File: config.mk
export PLATFORM = sky130hd
export DESIGN_NAME = ubds_pick
export DESIGN_NICKNAME = d
export VERILOG_FILES = /design/src/sv/ubds_pkg.sv /design/src/sv/ubds_pick.sv
export SDC_FILE = /design/constraint.sdc
export NUM_CORES = 1
export LEC_CHECK = 0
export CAP_MARGIN = 0
export CORE_ASPECT_RATIO = 1.2
export CORE_MARGIN = 5
export CORE_UTILIZATION = 62
export DETAILED_ROUTE_END_ITERATION = 12
export DONT_BUFFER_PORTS = 1
export PLACE_DENSITY = 0.81
export SETUP_SLACK_MARGIN = 0.5
export SYNTH_ARGS = -nofsm -noshare
export SYNTH_HDL_FRONTEND = slang
export SYNTH_SLANG_ARGS = --single-unit
File: constraint.sdc
create_clock -name vclk -period 8.55
set_input_delay 0.855 -clock vclk [all_inputs]
set_output_delay 0.855 -clock vclk [all_outputs]
set_load 0.02 [all_outputs]
File: src/sv/ubds_pkg.sv
`default_nettype none
// ---------------------------------------------------------------------------
// ubds_pkg: shared types and constants
// Widths, reset value and inter-module structs of the baud divisor selector.
// ---------------------------------------------------------------------------
package ubds_pkg;

    localparam int FREQ_W  = 32;              // clock frequency, dividend
    localparam int BAUD_W  = 24;              // baud rate
    localparam int DVS_W   = BAUD_W + 3;      // x8 step, divisor of the cell chain
    localparam int STEP_W  = BAUD_W + 4;      // x16 step, widest step
    localparam int DIV_W   = 16;              // divisor register value
    localparam int ERR_W   = 32;              // frequency error
    localparam int N_CELLS = FREQ_W;          // one quotient bit per cell

    localparam logic [FREQ_W-1:0] FREQ_RESET = FREQ_W'(32'd16000000);
    localparam logic [DIV_W-1:0]  DIV_MAX    = {DIV_W{1'b1}};

    // word travelling down the divider chain
    typedef struct packed {
        logic              valid;
        logic [BAUD_W-1:0] baud;
        logic [DVS_W-1:0]  rem;   // partial remainder
        logic [FREQ_W-1:0] word;  // dividend bits out at the top, quotient bits in
    } div_word_t;

    // rounding result for one oversampling factor
    typedef struct packed {
        logic [DIV_W-1:0] div;
        logic [ERR_W-1:0] err;
    } pick_res_t;

endpackage : ubds_pkg
`default_nettype wire

File: src/sv/ubds_pick.sv
`default_nettype none
// ---------------------------------------------------------------------------
// ubds_pick: nearest-multiple rounding for one oversampling factor
// From quotient and remainder of F / step, form the divisor and its error.
// ---------------------------------------------------------------------------
module ubds_pick (
    input  wire logic [ubds_pkg::FREQ_W-1:0] freq,
    input  wire logic [ubds_pkg::STEP_W-1:0] step,
    input  wire logic [ubds_pkg::FREQ_W-1:0] quo,
    input  wire logic [ubds_pkg::STEP_W-1:0] rem,
    output      ubds_pkg::pick_res_t         res
);
    import ubds_pkg::*;

    logic [STEP_W-1:0] dist_up;
    logic              round_up;
    logic [FREQ_W-1:0] mult;
    logic              mult_zero;
    logic              mult_sat;

    always_comb
    begin
        dist_up   = step - rem;
        round_up  = (dist_up < (step >> 1));
        mult      = quo + FREQ_W'(round_up);
        mult_zero = (mult == '0);
        mult_sat  = (mult > FREQ_W'(33'h1_0000));

        if (mult_zero)
        begin
            // clamp to divisor 0: freq is below the step here
            res.div = '0;
            res.err = ERR_W'(step - freq[STEP_W-1:0]);
        end
        else if (mult_sat)
        begin
            // saturate; 65536 steps never exceed freq in this case
            res.div = DIV_MAX;
            res.err = ERR_W'(freq - {step[FREQ_W-DIV_W-1:0], {DIV_W{1'b0}}});
        end
        else
        begin
            res.div = DIV_W'(mult - FREQ_W'(1));
            res.err = round_up ? ERR_W'(dist_up) : ERR_W'(rem);
        end
    end

endmodule : ubds_pick
`default_nettype wire

# Yosys cells after proc, flatten, opt, wreduce, memory -nomap -nowiden
# Cells that the tools add are included.
[op_classes] addsub=5 order_cmp=2 muxes=3 reduce_logical=1
[op_table] cell="two-way mux 48 bit" n=2
[op_table] cell="adder 32 x 1 -> 32 bit" n=1
[op_table] cell="greater-than comparator 32 x 17 -> 1 bit, second input constant" n=1
[op_table] cell="zero test 32 bit" n=1
[op_table] cell="subtractor 32 bit" n=1
[op_table] cell="subtractor 28 x 28 -> 29 bit" n=1
[op_table] cell="< comparator 28 x 27 -> 1 bit" n=1
[op_table] cell="two-way mux 28 bit" n=1
[op_table] cell="subtractor 28 bit" n=1
[op_table] cell="subtractor 16 x 1 -> 16 bit, second input constant" n=1
[word_totals] register_bits=0 output_inout_bits=48 elab_cells=11

# Logic depth before layout (Yosys ltp)
[logic_depth] word_depth=6 depth_mapped=36 ltp_nobuf=32

# Worst setup path before layout
# No wires, ideal clock.
[synth_timing] kind="input -> output" start="input port step[0] (netlist name)" end="output port res[26] (netlist name)" t_arrival_ns=8.345 path_slack_ns=-0.650 cell_stages=35 path_buffers=4 cell_sequence="inv_1 ha_1 inv_1 fa_1 a211oi_1 nor2_1 o211ai_1 a21oi_1 o21ai_0 a21oi_1 or3_1 and2_1 ha_1 a21o_1 a211oi_1 o21bai_1 a21oi_1 nand3_1 mux2i_1 buf_2 clkbuf_1 ha_1 ha_1 nand4_1 or4_1 buf_2 a2111oi_4 o2111a_2 nand3_2 or4_1 buf_2 nand2_4 nor3_1 a211o_1 o21ba_1"
[synth_lines] item="start, declared" line="ubds_pick.sv:8" rtl="input wire logic [ubds_pkg::STEP_W-1:0] step,"
[synth_lines] item="end, declared" line="ubds_pick.sv:11" rtl="output ubds_pkg::pick_res_t res"

==> metrics.cfg <==
[yosys]
ys_types=66
syn_inst=900
ys_top_cells_by_count=inv_1, ha_1, o21ai_0, a21oi_1, nor2_1
synth_area_leader_cell=ha_1
synth_fp_nets=1123
avgSynthCellArea_um2=6.80
netlist_area_um2=6120
synth_top_area_frac=0.204
yosysSeqAreaShare=0
synth_most_common_cell=inv_1
yosys_warnings=0
netlist_top_cells_area=ha_1, xnor2_1, o21ai_0

[power]
power_density_nw_per_um2=79.0
total_leakage_power_nw=3.34
ir_drop_uv=50.9

[die]
die_w_um=101
coreArea_um2=9610
io_pins=168
core.rowCount=39
die_h_um=119
die-area_um2=12000
start_util=0.637

[global_routing]
met1_usage=0.358
grt_pass1_vias=7145
grt_use_met3=0.0456
grt_pass1_wl_um=32800
antenna_found_initial=0
grt-ovfl-total=0
grt_busiest_layer=met2
grt_max_degree=32
grt_usage=0.324
gr-usage-met2=0.590

[routing]
drtPass1Iterations=4
vias=7335
routed_wirelength_um=22000
ant_nets=0
drcViolationCount=0
routedWlPerCell_um=20.5
drt_first_iter_violations=436
via_per_inst=6.84

[worst_hold_path]
hp-start=quo[15]
min_path_cells=2
hold_path_end=res[47]
hp-class=in2out

[sta]
postLayoutSetupSlackWorst_ns=0.396
max_freq_ghz=0.123
relSlewSlack=0.408
setup_viol=0
worstMarginPinSlew_ns=0.876
finalHoldViolCount=0
slew_violations=0
fin_crit_ns=8.15
setup-tns-final_ns=0
rsz0062_at_grt=true
finalCritPeriodShare=0.954

[clocking]
ctsHoldBuffers=0

[cells_and_area]
antenna_cells=0
fillCellCount=739
drive_gt1_frac=0.174
seq_cells=0
seq_area_um2=0
layout.nets=1175
n_clock_buffer=0
synthToLayoutAreaGrowth_pct=20.4
fin_util=0.767
final_area_um2=7370

[flow_run]
drv_cap=0

[outcome]
outcome=finished clean

[worst_setup_path]
worstPathRequired_ns=7.70
slowest_stage=or4_4
arrival_ns=7.30
crit_path_start=step[0]
cp_common_cell=ha_4
start_kind=input port
end_kind=output pin
cp_max_fo=8
critPathBufInv=7
worstSetupPathType=in2out
cp_top_family=compound AO/OA/AOI/OAI gates
cpPeakStageDelay_ns=0.52

[placed_design]
finalWeightedCongestion=1.04
place_area_um2=6750
io_buffers=0
pre_cts_slack_ns=0.0375
dp_hpwl_um=17400

## per-stage QoR
step	hold WS (ns)	cells	total power [mW]
after floorplan	1.92	900	0.424
after global placement	1.93	1046	0.519
after detailed placement	1.93	1046	0.534
after CTS	1.93	1050	0.541
after global routing	1.93	1073	0.631
final	1.93	1073	0.583
## cell type report
type               count  area [µm²]  share of cell area
inverters            105         423              0.0574
multi-input cells    769        6070               0.823
well taps            123         154              0.0209
repair buffers        76         729              0.0989
## worst max-delay path by stage
stage / to / slack [ns] / cells after the start
floorplan: res[26] / 0.33 / 35
global placement: res[26] / 0.24 / 32
detailed placement: res[26] / 0.04 / 32
CTS: res[26] / 0.47 / 32
global route: res[2] / 0.18 / 35
finish: res[0] / 0.40 / 34
## cells by family after synthesis
kind of cell	Yosys count	share of synthesized area
xor gates and xnor gates	80	0.114
buffers and inverters	131	0.0819
and+or+nand+nor	250	0.215
adders and majority gates	103	0.214
muxes	29	0.0478
AOI/OAI and AO/OA	307	0.327
## power by group
part           switching [mW]  leakage, nW  internal (mW)  total, mW
sequential                  0            0              0          0
clock                       0            0              0          0
combinational           0.333         3.34          0.250      0.583
## routing by layer
metal / vias up / routed length (µm)
met5: - / 0
met4: 0 / 1430
met3: 101 / 1910
met2: 410 / 10700
met1: 3392 / 7930
li1: 3432 / -
## cells in the final DEF, fill, tap and decap left out, types with 5 or more instances in the layout
master,instances
a211oi_1,11
a21o_1,23
a21oi_1,57
a21oi_2,15
a2bb2oi_1,8
a31oi_1,10
and2_1,9
and3_1,15
and4_1,7
buf_12,5
buf_4,60
buf_6,7
ha_1,96
inv_1,103
mux2i_1,26
nand2_1,38
nand2b_1,9
nand3_1,20
nand4_1,18
nor2_1,56
nor2b_1,7
nor3_1,24
nor4_1,8
o211ai_1,7
o21a_1,16
o21ai_0,55
o21ai_1,15
o21ai_4,7
o21bai_1,10
o22ai_1,6
o31ai_1,5
or2_2,6
xnor2_1,52
xor2_1,26
## timing repair
item,in CTS,in global routing
gates resized for setup,7,77
endpoints found under the setup margin,45,48
setup buffers,4,18
gates cloned,0,5
pin swaps,6,16
Power figures use the tool's default switching activity.
